## config.mk

```make
export PLATFORM = sky130hd
export DESIGN_NAME = cook_timer_interlock_controller
export DESIGN_NICKNAME = d
export VERILOG_FILES = /design/src/sv/cti_pkg.sv /design/src/sv/cook_timer_interlock_controller.sv
export SDC_FILE = /design/constraint.sdc
export NUM_CORES = 1
export LEC_CHECK = 0
export ABC_AREA = 1
export BUFFER_PORTS_ARGS = -buffer_cell sky130_fd_sc_hd__buf_2
export CELL_PAD_IN_SITES_DETAIL_PLACEMENT = 0
export CELL_PAD_IN_SITES_GLOBAL_PLACEMENT = 1
export CORE_MARGIN = 4
export CORE_UTILIZATION = 50
export CTS_BUF_LIST = sky130_fd_sc_hd__clkbuf_8
export DETAILED_ROUTE_END_ITERATION = 10
export GPL_TIMING_DRIVEN = 0
export HOLD_SLACK_MARGIN = 0.1
export PLACE_DENSITY_LB_ADDON = 0.15
export SETUP_SLACK_MARGIN = 0.15
export SKIP_LAST_GASP = 1
export SYNTH_ARGS = -nofsm -noshare
export SYNTH_HDL_FRONTEND = slang
export SYNTH_SLANG_ARGS = --single-unit
```

## constraint.sdc

```tcl
create_clock -name clk_i -period 7.7 [get_ports clk_i]
set_clock_uncertainty 0.05 [all_clocks]
set_input_delay 1.54 -clock clk_i [delete_from_list [all_inputs] [get_ports clk_i]]
set_output_delay 1.54 -clock clk_i [all_outputs]
set_load 0.05 [all_outputs]
```

## src/sv/cti_pkg.sv

```systemverilog
// Package for the cook timer interlock controller.
// Holds the item layouts, phase encodings and constants.
// No dependencies.
package cti_pkg;

  localparam int unsigned InTdataW  = 16;
  localparam int unsigned OutTdataW = 32;

  localparam logic [3:0] KeyEnter  = 4'd10;
  localparam logic [3:0] KeyDelete = 4'd11;
  localparam logic [3:0] DecBase   = 4'd10;
  localparam logic [5:0] EntryMax  = 6'd60;
  localparam logic [4:0] LoadSteps = 5'd16;

  typedef enum logic [2:0] {
    SETUP_LOADING = 3'd0,
    SETUP_PROMPT  = 3'd1,
    SETUP_MINUTES = 3'd2,
    SETUP_SECONDS = 3'd3,
    SETUP_SHOW    = 3'd4,
    SETUP_AWAIT   = 3'd5,
    SETUP_DONE    = 3'd6
  } setup_phase_e;

  typedef enum logic [1:0] {
    RUN_CHECK    = 2'd0,
    RUN_PREPARE  = 2'd1,
    RUN_COUNTING = 2'd2,
    RUN_FINISHED = 2'd3
  } run_phase_e;

  // first field in the highest bits
  typedef struct packed {
    logic       second_tick;
    logic       setup_tick;
    logic       weight_ok;
    logic       door_closed;
    logic       cancel_pressed;
    logic       start_pressed;
    logic [3:0] key_code;
    logic       key_valid;
  } in_item_t;

  typedef struct packed {
    logic       interlock_fault;
    logic [1:0] run_phase;
    logic [2:0] setup_phase;
    logic       time_confirmed;
    logic       buzzer_on;
    logic       lamp_on;
    logic       motor_on;
    logic       heater_on;
    logic [5:0] entry_value;
    logic [5:0] seconds_left;
    logic [5:0] minutes_left;
  } out_item_t;

  localparam int unsigned InItemW  = $bits(in_item_t);
  localparam int unsigned OutItemW = $bits(out_item_t);

endpackage

```

## src/sv/cook_timer_interlock_controller.sv

```systemverilog
// Cook timer interlock controller: keypad entry, setup sequence, run sequence.
// Depends on cti_pkg.
//
// One item is one controller tick. The block takes one item per clock cycle
// while the output is not stalled; each item goes through one input
// register, then the whole tick update in one pass of logic into the result
// register and the state registers. The rate is set by that single pass:
// every state register is updated in the cycle its item leaves the input
// register, so the next item sees it at once. A stalled output holds the
// result and, once both registers are full, stops accepting input.
module cook_timer_interlock_controller (
  input  logic                            clk_i,
  input  logic                            rst_ni,
  input  logic                            s_axis_tvalid,
  output logic                            s_axis_tready,
  // [0] key_valid, [4:1] key_code, [5] start_pressed, [6] cancel_pressed,
  // [7] door_closed, [8] weight_ok, [9] setup_tick, [10] second_tick, rest zero
  input  logic [cti_pkg::InTdataW-1:0]    s_axis_tdata,
  output logic                            m_axis_tvalid,
  input  logic                            m_axis_tready,
  // [5:0] minutes_left, [11:6] seconds_left, [17:12] entry_value,
  // [18] heater_on, [19] motor_on, [20] lamp_on, [21] buzzer_on,
  // [22] time_confirmed, [25:23] setup_phase, [27:26] run_phase,
  // [28] interlock_fault, rest zero
  output logic [cti_pkg::OutTdataW-1:0]   m_axis_tdata
);
  import cti_pkg::*;

  logic         in_valid_q;
  in_item_t     in_q;
  logic         out_valid_q;
  out_item_t    out_q;
  logic         adv;
  logic         fire;

  setup_phase_e setup_q, setup_d;
  run_phase_e   run_q, run_d;
  logic [4:0]   load_q, load_d;
  logic [5:0]   min_q, min_d;
  logic [5:0]   sec_q, sec_d;
  logic [5:0]   entry_q, entry_d;
  logic         enter_q, enter_d;
  logic         start_q, start_d;
  logic         cancel_q, cancel_d;
  logic         min_saved_q, min_saved_d;
  logic         sec_saved_q, sec_saved_d;
  logic         conf_q, conf_d;
  logic         heater_q, heater_d;
  logic         motor_q, motor_d;
  logic         lamp_q, lamp_d;
  logic         buzzer_q, buzzer_d;
  logic         fault_q, fault_d;
  logic         restart_q, restart_d;

  logic [9:0]   digit_val;
  logic [13:0]  div_prod;
  logic         good;
  out_item_t    res;

  assign adv           = !out_valid_q || m_axis_tready;
  assign fire          = in_valid_q && adv;
  assign s_axis_tready = !in_valid_q || adv;
  assign good          = in_q.door_closed && in_q.weight_ok;

  // entry*10+digit and entry/10 (x*205 >> 11 is exact for 6-bit x)
  assign digit_val = 10'(entry_q) * 10'(DecBase) + 10'(in_q.key_code);
  assign div_prod  = 14'(entry_q) * 14'd205;

  always_comb begin
    setup_d     = setup_q;
    run_d       = run_q;
    load_d      = load_q;
    min_d       = min_q;
    sec_d       = sec_q;
    entry_d     = entry_q;
    enter_d     = enter_q;
    start_d     = start_q;
    cancel_d    = cancel_q;
    min_saved_d = min_saved_q;
    sec_saved_d = sec_saved_q;
    conf_d      = conf_q;
    heater_d    = heater_q;
    motor_d     = motor_q;
    lamp_d      = lamp_q;
    buzzer_d    = buzzer_q;
    fault_d     = fault_q;
    restart_d   = restart_q;

    if (fire) begin
      if (in_q.start_pressed) start_d = 1'b1;
      if (in_q.cancel_pressed) cancel_d = 1'b1;

      // keypad
      if (in_q.key_valid) begin
        if (in_q.key_code == KeyEnter) begin
          enter_d = 1'b1;
        end else if (in_q.key_code == KeyDelete) begin
          entry_d = 6'(div_prod[13:11]);
        end else if (in_q.key_code < DecBase) begin
          if (entry_q < EntryMax) begin
            entry_d = (digit_val > 10'(EntryMax)) ? EntryMax : digit_val[5:0];
          end
        end
      end

      // setup sequence
      if (in_q.setup_tick) begin
        if (restart_d) begin
          restart_d = 1'b0;
          setup_d   = SETUP_PROMPT;
        end
        case (setup_d)
          SETUP_LOADING: begin
            if (load_d != 5'h1f) load_d = load_d + 5'd1;
            if (load_d >= LoadSteps) setup_d = SETUP_PROMPT;
          end
          SETUP_PROMPT: begin
            min_d       = '0;
            sec_d       = '0;
            conf_d      = 1'b0;
            min_saved_d = 1'b0;
            sec_saved_d = 1'b0;
            setup_d     = SETUP_MINUTES;
          end
          SETUP_MINUTES: begin
            if (enter_d) begin
              min_d       = entry_d;
              min_saved_d = 1'b1;
              entry_d     = '0;
              enter_d     = 1'b0;
              start_d     = 1'b0;
              cancel_d    = 1'b0;
              setup_d     = SETUP_SECONDS;
            end
          end
          SETUP_SECONDS: begin
            if (enter_d && (entry_d != '0 || min_d != '0)) begin
              sec_d       = entry_d;
              sec_saved_d = 1'b1;
              entry_d     = '0;
              enter_d     = 1'b0;
              start_d     = 1'b0;
              cancel_d    = 1'b0;
              setup_d     = SETUP_SHOW;
            end
          end
          SETUP_SHOW: begin
            setup_d = SETUP_AWAIT;
          end
          SETUP_AWAIT: begin
            if (start_d) begin
              conf_d  = 1'b1;
              setup_d = SETUP_DONE;
            end else if (cancel_d) begin
              setup_d = SETUP_PROMPT;
            end
          end
          default: begin
          end
        endcase
      end

      // run sequence, only once the time is confirmed
      if (in_q.second_tick && conf_d) begin
        case (run_d)
          RUN_CHECK: begin
            if (good) run_d = RUN_COUNTING;
          end
          RUN_PREPARE: begin
            run_d = RUN_COUNTING;
          end
          RUN_COUNTING: begin
            if (min_d != '0 || sec_d != '0) begin
              if (good) begin
                heater_d = 1'b1;
                motor_d  = 1'b1;
                fault_d  = 1'b0;
                if (sec_d == '0) begin
                  sec_d = EntryMax - 6'd1;
                  min_d = min_d - 6'd1;
                end else begin
                  sec_d = sec_d - 6'd1;
                end
              end else begin
                heater_d = 1'b0;
                motor_d  = 1'b0;
                fault_d  = 1'b1;
                run_d    = RUN_PREPARE;
              end
            end else begin
              heater_d = 1'b0;
              motor_d  = 1'b0;
              lamp_d   = 1'b1;
              buzzer_d = 1'b1;
              start_d  = 1'b0;
              run_d    = RUN_FINISHED;
            end
          end
          RUN_FINISHED: begin
            if (start_d) begin
              lamp_d    = 1'b0;
              buzzer_d  = 1'b0;
              entry_d   = '0;
              enter_d   = 1'b0;
              cancel_d  = 1'b0;
              fault_d   = 1'b0;
              conf_d    = 1'b0;
              restart_d = 1'b1;
              run_d     = RUN_CHECK;
            end
          end
          default: begin
          end
        endcase
      end
    end
  end

  always_comb begin
    res                 = '0;
    res.minutes_left    = min_d;
    res.seconds_left    = sec_d;
    res.entry_value     = entry_d;
    res.heater_on       = heater_d;
    res.motor_on        = motor_d;
    res.lamp_on         = lamp_d;
    res.buzzer_on       = buzzer_d;
    res.time_confirmed  = conf_d;
    res.setup_phase     = setup_d;
    res.run_phase       = run_d;
    res.interlock_fault = fault_d;
  end

  always_ff @(posedge clk_i or negedge rst_ni) begin
    if (!rst_ni) begin
      in_valid_q  <= 1'b0;
      out_valid_q <= 1'b0;
      setup_q     <= SETUP_LOADING;
      run_q       <= RUN_CHECK;
      load_q      <= '0;
      min_q       <= '0;
      sec_q       <= '0;
      entry_q     <= '0;
      enter_q     <= 1'b0;
      start_q     <= 1'b0;
      cancel_q    <= 1'b0;
      min_saved_q <= 1'b0;
      sec_saved_q <= 1'b0;
      conf_q      <= 1'b0;
      heater_q    <= 1'b0;
      motor_q     <= 1'b0;
      lamp_q      <= 1'b0;
      buzzer_q    <= 1'b0;
      fault_q     <= 1'b0;
      restart_q   <= 1'b0;
    end else begin
      if (s_axis_tready) in_valid_q <= s_axis_tvalid;
      if (adv) out_valid_q <= in_valid_q;
      setup_q     <= setup_d;
      run_q       <= run_d;
      load_q      <= load_d;
      min_q       <= min_d;
      sec_q       <= sec_d;
      entry_q     <= entry_d;
      enter_q     <= enter_d;
      start_q     <= start_d;
      cancel_q    <= cancel_d;
      min_saved_q <= min_saved_d;
      sec_saved_q <= sec_saved_d;
      conf_q      <= conf_d;
      heater_q    <= heater_d;
      motor_q     <= motor_d;
      lamp_q      <= lamp_d;
      buzzer_q    <= buzzer_d;
      fault_q     <= fault_d;
      restart_q   <= restart_d;
    end
  end

  always_ff @(posedge clk_i) begin
    if (s_axis_tready && s_axis_tvalid) in_q <= s_axis_tdata[InItemW-1:0];
    if (fire) out_q <= res;
  end

  assign m_axis_tvalid = out_valid_q;
  assign m_axis_tdata  = {{(OutTdataW - OutItemW){1'b0}}, out_q};

endmodule

```

# Yosys cells after proc, flatten, opt, wreduce, memory -nomap -nowiden

Cells that the tools add are included.

Bits in latches: 0
Logic and storage cells: 198
Bits in writable memories: 0
Register bits: 80
Input bits: 20
Memory bits (read-only): 0
Output and inout bits: 34
Memories: 0

Shift operators: 0
$mul: 2
Bitwise gates (word level): 0
Reductions and logical operators: 19
Equality and inequality tests: 11
Divide/modulo/power cells: 0
$lt $le $gt $ge: 4
Multiplexer cells: 121
Add/sub/neg operators: 4

Operators with widths:

| kind                                                                   | number |
|---|---|
| 6-bit two-way mux                                                      | 32 |
| 1-bit two-way mux                                                      | 57 |
| 6-bit one-hot mux with 2 select lines                                  | 3 |
| 3-bit two-way mux                                                      | 10 |
| 6-bit nonzero test                                                     | 4 |
| 5-bit two-way mux                                                      | 4 |
| 3-bit one-hot mux with 6 select lines                                  | 1 |
| 6-bit by 8-bit multiplier with 14-bit output (second input constant)   | 1 |
| 1-bit one-hot mux with 2 select lines                                  | 7 |
| 2-bit two-way mux                                                      | 6 |
| 6-bit by 1-bit subtractor with 6-bit output (second input constant)    | 2 |
| 10-bit by 4-bit adder with 10-bit output                               | 1 |
| 10-bit by 6-bit > comparator with 1-bit output (second input constant) | 1 |
| 6-bit by 3-bit multiplier with 9-bit output (second input constant)    | 1 |
| 4-bit equality test (second input constant)                            | 2 |
| 2-bit one-hot mux with 4 select lines                                  | 1 |
| 3-bit by 2-bit equality test with 1-bit output (second input constant) | 2 |
| 3-bit equality test (second input constant)                            | 2 |
| 6-bit logical NOT                                                      | 1 |
| 6-bit < comparator (second input constant)                             | 1 |
| 5-bit by 1-bit adder with 5-bit output (second input constant)         | 1 |
| 5-bit >= comparator (second input constant)                            | 1 |
| 1-bit logical AND                                                      | 5 |
| 5-bit != test (second input constant)                                  | 1 |
| other kinds (9)                                                        | 14 |

# Logic depth before layout (Yosys ltp)

Gate-level depths: netlist (run 1).

Depth in word-level cells: 24
Depth in mapped cells: 36
Mapped depth without buffers: 36

# Worst setup path after synthesis (run 1)

No wires, ideal clock.

Path type: flip-flop to flip-flop
From: reg entry_q[4]
To: reg out_q, in the netlist m_axis_tdata[10] (data pin)
Data required time: 7390 ps
Clock period less this slack: 4661 ps
Data arrival time: 4350 ps
Path slack: 3039 ps
Library setup time: 260 ps
Stages on the path, launching flop included: 33
Cells stage by stage: dfrtp_1 inv_1 ha_1 fa_1 inv_1 fa_1 ha_1 a21oi_1 o21a_1 nand2_1 a21o_1 nand2_1 xor2_1 nand2_1 nand2_1 nand2_1 nand2_1 nand3_2 nand2_2 o21ai_0 nand2_1 nand2_1 inv_1 ha_1 inv_1 nor2_4 nand3_4 inv_2 nand2_1 nand2_1 inv_2 o21ai_1 nand2_1

Cells in the longest elaborated chain, start to end: 24
Elaborated cells on any way between the ends: 34
Those cells by class: add/sub: 2; mul: 2; order compare: 2; mux: 21; reduce/logical: 7

Ends and longest elaborated chain:

| item                                                                                    | line                                                                           | source |
|---|---|---|
| from (decl)                                                                             | cook_timer_interlock_controller.sv:41                                          | `logic [5:0] entry_q, entry_d;` |
| from (signal assigned)                                                                  | cook_timer_interlock_controller.sv:264                                         | `entry_q <= entry_d;` |
| 6-bit by 3-bit multiplier with 9-bit output                                             | cook_timer_interlock_controller.sv:66                                          | `assign digit_val = 10'(entry_q) * 10'(DecBase) + 10'(in_q.key_code);` |
| 10-bit by 4-bit adder with 10-bit output                                                | cook_timer_interlock_controller.sv:66                                          |  |
| 10-bit by 6-bit > comparator with 1-bit output                                          | cook_timer_interlock_controller.sv:101                                         | `entry_d = (digit_val > 10'(EntryMax)) ? EntryMax : digit_val[5:0];` |
| 6-bit two-way mux                                                                       | cook_timer_interlock_controller.sv:101                                         |  |
| 6-bit two-way mux                                                                       | cook_timer_interlock_controller.sv:100                                         | `if (entry_q < EntryMax) begin` |
| 6-bit two-way mux                                                                       | cook_timer_interlock_controller.sv:99                                          | `end else if (in_q.key_code < DecBase) begin` |
| 6-bit two-way mux                                                                       | cook_timer_interlock_controller.sv:97                                          | `end else if (in_q.key_code == KeyDelete) begin` |
| 6-bit two-way mux                                                                       | cook_timer_interlock_controller.sv:95                                          | `if (in_q.key_code == KeyEnter) begin` |
| [... 9 more ...]                                                                        | --                                                                             |  |
| 6-bit by 1-bit subtractor with 6-bit output / 6-bit logical NOT (equally long branches) | cook_timer_interlock_controller.sv:182, cook_timer_interlock_controller.sv:178 |  |
| 6-bit two-way mux                                                                       | cook_timer_interlock_controller.sv:178                                         | `if (sec_d == '0) begin` |
| 6-bit two-way mux                                                                       | cook_timer_interlock_controller.sv:174                                         | `if (good) begin` |
| 6-bit two-way mux                                                                       | cook_timer_interlock_controller.sv:173                                         | `if (min_d != '0 \|\| sec_d != '0) begin` |
| 6-bit two-way mux                                                                       | cook_timer_interlock_controller.sv:165                                         | `case (run_d)` |
| 6-bit two-way mux (*)                                                                   | cook_timer_interlock_controller.sv:164                                         | `if (in_q.second_tick && conf_d) begin` |
| 6-bit two-way mux (*)                                                                   | cook_timer_interlock_controller.sv:89                                          | `if (fire) begin` |
| named net sec_d[4]                                                                      | cook_timer_interlock_controller.sv:40                                          | `logic [5:0] sec_q, sec_d;` |
| to (signal assigned)                                                                    | cook_timer_interlock_controller.sv:282                                         | `if (fire) out_q <= res;` |
| to (decl)                                                                               | cook_timer_interlock_controller.sv:32                                          | `out_item_t out_q;` |

The timed path passes the listed nets; every way through them passes the cells marked *. The select of a mux whose other input is x is not followed.
A chain may end at the register's enable or synchronous reset.

# Final worst setup path (run 1)

Ends and elaborated chain as after synthesis.

==> flow_summary.yaml, run 1 <==
synthesis:
  yosys.area_share.adder_pct: 12.5
  synthCells: 623
  synth_xor_area_share_pct: 2.34
  syn_area_um2: 5180
  synth_simple_gate_area_share_pct: 25.6
  synth_top_family_by_area: "simple AND/OR/NAND/NOR gates"
  postSynthAreaPerCell_um2: 8.32
  synth_edf_count: 40
  yosys_warnings: 0
  async_flop_share_pct: 50.0
  ys_seq_area_share_pct: 42.5
  synth_ff_type: "edfxtp_1"
  synth_compound_area_share_pct: 8.30
  ys_types: 49
  muxShareOfSynthArea_pct: 0.217
  synth-seq-cells: 80
layout:
  drive_gt1_share_pct: 14.1
  n_antenna_cell: 0
  n_fill_cell: 916
  area_delta_synth_final_pct: 12.4
  final_util_pct: 58.5
  final_nets: 748
clock_network:
  cts-buffers-inserted: 9
  path_clk_slew_ns: 0.09
  cts_root_buf: "clkbuf_8"
  cts_buffer_depth: 2
  cts_setup_buffers: 0
  cts_tree: "yes"
  insertion_delay_ns: 0.36
  cts.sinks: 80
  htreeDepth: 3
  ctsHoldBuffers: 0
  cts_resized: 0
global_routing:
  grt_max_degree: 41
  grt_pass1_vias: 3999
  grt_first_pass_wirelength_um: 19900
  grt_overflow: 0
  grt_usage_pct: 21.4
  antenna_found_initial: 0
placed_design:
  gp_congestion: 0.898
  dpl.hpwl_um: 8950
  io_buffers: 45
power:
  clkPwrFrac_pct: 18.5
  ir_drop_v: 0.000192
  power.density_nw_per_um2: 350
  seqPwrFrac_pct: 28.1
  switchingPower_w: 0.000909
  swShare_pct: 44.6
  pwr-share-comb_pct: 53.4
  power.leakage_nw: 2.94
  intPower_w: 0.00113
setup_path:
  worst-endpoint-arrival_ns: 5.55
  critical_path_class: "reg -> reg"
  slowest_delay_ns: 0.52
  cpMaxStageDelayCell: "dfrtp_1"
  critPathMaxFanout: 8
  path_common_cell: "nand2_1"
  required_ns: 7.75
  cp-start-kind: "flop"
  end_kind: "flop"
sta:
  finalCritPeriodShare_pct: 71.5
  hold_violations: 0
  slew_viol_final: 0
  fin_crit_ns: 5.50
  rsz0062_at_grt: "no"
  tns_ns: 0
  setup_viol: 0
  fmax_ghz: 0.182
  tightest_slew_ns: 0.982
  slew_headroom_pct: 34.5
die:
  placementRows: 36
  dieHeight_um: 110
  core-area_um2: 9950
  die_w_um: 110
  initial_utilization_pct: 52.1
  io_pins: 54
  dieArea_um2: 12100
route:
  routedWlPerCell_um: 14.3
  drc: 0
  drt-pass1-iter-count: 4
  ant_nets: 0
  vias_per_cell: 5.16
  dr.first_iter.drc_count: 230
  dr_total_vias: 4225
  wl_um: 11700
flow_run:
  maxCapViolations: 0
hold_path:
  min_path_type: "reg -> reg"
status:
  status: "complete, no violations"
flip-flops by register name (all words and copies together) (netlist names), 2 cells and up, named ones only:
| signal | cells |
|---|---|
| entry_q | 6 |
| in_q | 11 |
| load_q | 2 |
| m_axis_tdata | 29 |
| min_q | 6 |
| run_q | 2 |
| sec_q | 6 |
| setup_q | 3 |
Yosys cell counts (all sizes together) (6+ instances only):
master / count / share of area (%)
nand2: 157 / 12
inv: 102 / 7.4
nor2: 66 / 5.6
nand3: 52 / 5.6
dfrtp: 40 / 19
edfxtp: 40 / 23
ha: 39 / 9.4
a21oi: 24 / 2.4
o21ai: 24 / 2.4
nand4: 10 / 1.2
xor2: 9 / 1.5
fa: 8 / 3.1
o22ai: 8 / 0.97
nor3: 6 / 0.58
path summary, 6_finish.rpt:
kind,from,endpoint,slack (ns),depth (start not counted)
worst min register to register,flop,flop,0.43,1
worst min-delay path,flop,flop,0.43,1
max in group asynchronous,rst_ni,min_q[5],5.70,1
min in group asynchronous,rst_ni,entry_q[3],1.29,1
worst max register to register,entry_q[4],m_axis_tdata[10],2.20,29
worst max-delay path,entry_q[4],m_axis_tdata[10],2.20,29
per-layer routing:
layer | part of all wire (%) | vias to the layer above | global-route usage, %
met5 | 0 | - | 0
met4 | 0.64 | 0 | 4.63
met3 | 5.2 | 7 | 4.17
met2 | 43 | 92 | 31.5
met1 | 51 | 1970 | 32.4
li1 | - | 2156 | -
cell families (layout without fill, tap and decap cells):
| group | count (synthesis) | after routing |
|---|---|---|
| mux | 1 | 1 |
| other cells | 1 | 3 |
| fa+ha+maj | 47 | 47 |
| xor+xnor | 13 | 13 |
| compound gates | 73 | 73 |
| simple gates | 296 | 296 |
| buf+inv | 112 | 173 |
| flops | 80 | 80 |
final cells by class:
cell class,count,area (um2),area share [%]
Buffer,7,46.3,0.794
Clock buffer,9,124,2.13
Clock inverter,7,120,2.06
Inverter,105,394,6.76
Multi-Input combinational cell,433,2550,43.8
Sequential cell,80,2200,37.8
Tap cell,133,166,2.86
Timing Repair Buffer,45,225,3.86
layout by cell type (no fill, tap or decap), types with 2 or more instances in the layout:
cell type and instances:
fa_1 8, xor2_1 9, clkinv_1 3, a21oi_1 23
o21ai_1 7, inv_2 4, nand2_2 8, nand3_1 47
bufinv_16 3, buf_4 3, nand2_1 148, nand4_1 10
edfxtp_1 40, nor2_2 5, xnor2_1 3, ha_1 39
o22ai_1 8, nand3_2 4, clkbuf_8 9, a31oi_1 2
buf_2 45, nor2_4 4, nor3_1 6, conb_1 3
inv_1 99, clkbuf_1 2, a22oi_1 3, nand3b_1 3
clkinv_4 2, nor2_1 57, o21ai_0 16, dfrtp_1 40
power groups by stage:
stage	combinational, W	clock, W	sequential, W
after floorplan	0.000779	0	0.000645
after global placement	0.00106	0	0.000582
after detailed placement	0.00108	0	0.000581
after CTS	0.00110	0.000386	0.000573
after global routing	0.00127	0.000403	0.000581
final	0.00109	0.000378	0.000572
critical path, delay by kind of cell (launching register included):
family	cells	cell delay, ns
simple gates	10	1.17
buf+inv	6	0.58
fa+ha+maj	5	1.68
flops	1	0.52
compound gates	7	1.07
xor+xnor	1	0.16
through the flow:
| stage | cell area (um2) | std cells | hold slack [ns] | power, W | worst slack, ns |
|---|---|---|---|---|---|
| 2_1_floorplan | 5190 | 625 | 0.384 | 0.00142 | 3.04 |
| 6_report | 5830 | 819 | 0.427 | 0.00204 | 2.20 |
| 5_1_grt | 5830 | 819 | 0.452 | 0.00225 | 1.77 |
| 3_3_place_gp | 5580 | 803 | 0.399 | 0.00164 | 2.25 |
| 3_5_place_dp | 5580 | 803 | 0.407 | 0.00167 | 2.23 |
| 4_1_cts | 5830 | 819 | 0.431 | 0.00205 | 2.17 |
(Power assumes the default switching activity.)
==> inputs of run 2 (changes only) <==
--- a/config.mk
+++ b/config.mk
@@ -10,7 +10,7 @@
 export CELL_PAD_IN_SITES_DETAIL_PLACEMENT = 0
 export CELL_PAD_IN_SITES_GLOBAL_PLACEMENT = 1
 export CORE_MARGIN = 4
-export CORE_UTILIZATION = 50
+export CORE_UTILIZATION = 46
 export CTS_BUF_LIST = sky130_fd_sc_hd__clkbuf_8
 export DETAILED_ROUTE_END_ITERATION = 10
 export GPL_TIMING_DRIVEN = 0
==> constraint.sdc (replaced) <==
create_clock -name clk_i -period 5.45 [get_ports clk_i]
set_clock_uncertainty 0.05 [all_clocks]
set_input_delay 1.09 -clock clk_i [delete_from_list [all_inputs] [get_ports clk_i]]
set_output_delay 1.09 -clock clk_i [all_outputs]
set_load 0.05 [all_outputs]
==> flow_summary.yaml, run 2 (synthesis gave the netlist of run 1 again) <==
placed_design:
  placed_cells_incl_taps: 811
  io_buffers: 45
  gp_congestion: 0.885
  dpl.hpwl_um: 9310
  place_ws_ns: 0.0407
route:
  drc: 0
  dr_total_vias: 4323
  wl_um: 12100
  routedWlPerCell_um: 14.4
  dr.first_iter.drc_count: 237
  drt-pass1-iter-count: 5
  vias_per_cell: 5.12
  ant_nets: 0
setup_path:
  r2r-end: "m_axis_tdata[10]"
  critical_path_class: "reg -> reg"
  worst-endpoint-arrival_ns: 5.05
  end_kind: "flop"
  cp-start-kind: "flop"
  slowest_delay_ns: 0.49
  r2r_start: "entry_q[2]"
  reg2reg_depth: 30
  path_common_cell: "nand2_1"
  rrSetupSlack_ns: 0.46
  cpMaxStageDelayCell: "dfrtp_2"
  critPathMaxFanout: 8
  required_ns: 5.51
sta:
  rsz0062_at_grt: "no"
  fmax_ghz: 0.200
  hold_violations: 0
  fin_crit_ns: 4.99
  slew_viol_final: 0
  tightest_slew_ns: 0.989
  finalCritPeriodShare_pct: 91.5
  tns_ns: 0
  slew_headroom_pct: 34.1
  setup_viol: 0
  layout_setup_ws_ns: 0.462
clock_network:
  cts-buffers-inserted: 9
  cts.sinks: 80
  cts_buffer_depth: 2
  cts_tree: "yes"
  cts_root_buf: "clkbuf_8"
  insertion_delay_ns: 0.38
  htreeDepth: 3
  path_clk_slew_ns: 0.08
layout:
  n_fill_cell: 1036
  area_delta_synth_final_pct: 18.0
  n_antenna_cell: 0
  final_nets: 766
  final_cells: 844
  largest_reg_flops: 29
  drive_gt1_share_pct: 20.2
  layout_commonest_cell: "nand2_1"
  layout_common_cells: "nand2_1, inv_1, nor2_1"
global_routing:
  grt_overflow: 0
  use_met2_pct: 29.8
  grt_use_met3_pct: 5.18
  grt_first_pass_wirelength_um: 20300
  antenna_found_initial: 0
  grt_busiest_layer: "met2"
  grt_use_met1_pct: 28.8
  grt_usage_pct: 19.8
  grt_max_degree: 41
  grt_pass1_vias: 4158
power:
  clkPwrFrac_pct: 14.4
  power.leakage_nw: 3.00
  seqPwrFrac_pct: 26.1
  ir_drop_v: 0.000360
  intPower_w: 0.00169
  switchingPower_w: 0.00139
  swShare_pct: 45.2
  power.density_nw_per_um2: 504
  pwr-share-comb_pct: 59.5
die:
  initial_utilization_pct: 47.4
  die_w_um: 114
  dieHeight_um: 114
  io_pins: 54
  core-area_um2: 10900
  dieArea_um2: 13000
  placementRows: 38
hold_path:
  hold_path_startpoint: "lamp_q"
  min_to: "lamp_q"
  min_path_type: "reg -> reg"
  whs_path_depth: 2
status:
  status: "complete, no violations"
flow_run:
  maxCapViolations: 0
-- run 2: worst max path at each step --
stage	cells past startpoint	slack, ns	from	endpoint
floorplan	32	0.79	entry_q[4]	m_axis_tdata[10]
global placement	29	0.04	entry_q[4]	m_axis_tdata[10]
detailed placement	29	0.04	entry_q[4]	m_axis_tdata[10]
CTS	31	0.20	entry_q[5]	m_axis_tdata[10]
global route	31	0.13	entry_q[0]	m_axis_tdata[10]
finish	30	0.46	entry_q[2]	m_axis_tdata[10]
-- run 2: metrics by stage --
step | power [W] | hold slack [ns] | area [um2] | util [%]
2_1_floorplan | 0.00201 | 0.384 | 5190 | -
3_3_place_gp | 0.00233 | 0.405 | 5590 | 51.1
3_5_place_dp | 0.00237 | 0.403 | 5610 | 51.3
4_1_cts | 0.00285 | 0.424 | 5840 | 53.4
5_1_grt | 0.00336 | 0.452 | 6120 | 55.9
6_report | 0.00308 | 0.424 | 6120 | 55.9
-- run 2: power groups by stage --
stage | registers (W) | logic, W | clock network (W)
after detailed placement | 0.000822 | 0.00155 | 0
final | 0.000804 | 0.00184 | 0.000446
after floorplan | 0.000912 | 0.00110 | 0
after global placement | 0.000824 | 0.00150 | 0
after CTS | 0.000803 | 0.00158 | 0.000462
after global routing | 0.000814 | 0.00205 | 0.000493
-- run 2: cell type report --
type                       count  area [um2]  share of cell area (%)
buffer                         7        46.3                   0.757
clock buffer                  10         138                    2.25
timing repair buffer          63         373                    6.10
multi-input combinational    433        2710                    44.4
inverter                     105         394                    6.44
tap                          140         175                    2.86
sequential                    80        2210                    36.1
clock inverter                 6        67.6                    1.10
-- run 2: repair_timing --
item,CTS,global route
gates resized for setup,1,33
pin swaps,1,9
cloned,0,0
hold buffers,0,0
endpoints found under the setup margin,12,45
buffers inserted,3,14
-- run 2: critical path: cells and delay by family, from the launching register on --
family | cells | cell delay [ns]
flip-flops | 1 | 0.49
buffers and inverters | 5 | 0.50
adder cells (fa/ha/maj) | 5 | 1.37
AND/OR/NAND/NOR | 13 | 1.43
XOR/XNOR | 1 | 0.13
AO/OA/AOI/OAI | 6 | 0.76
-- run 2: metal layers --
metal | vias up | wire length (um)
met4 | 0 | 140
met5 | - | 0
met1 | 2023 | 6140
met3 | 15 | 530
li1 | 2191 | -
met2 | 94 | 5340
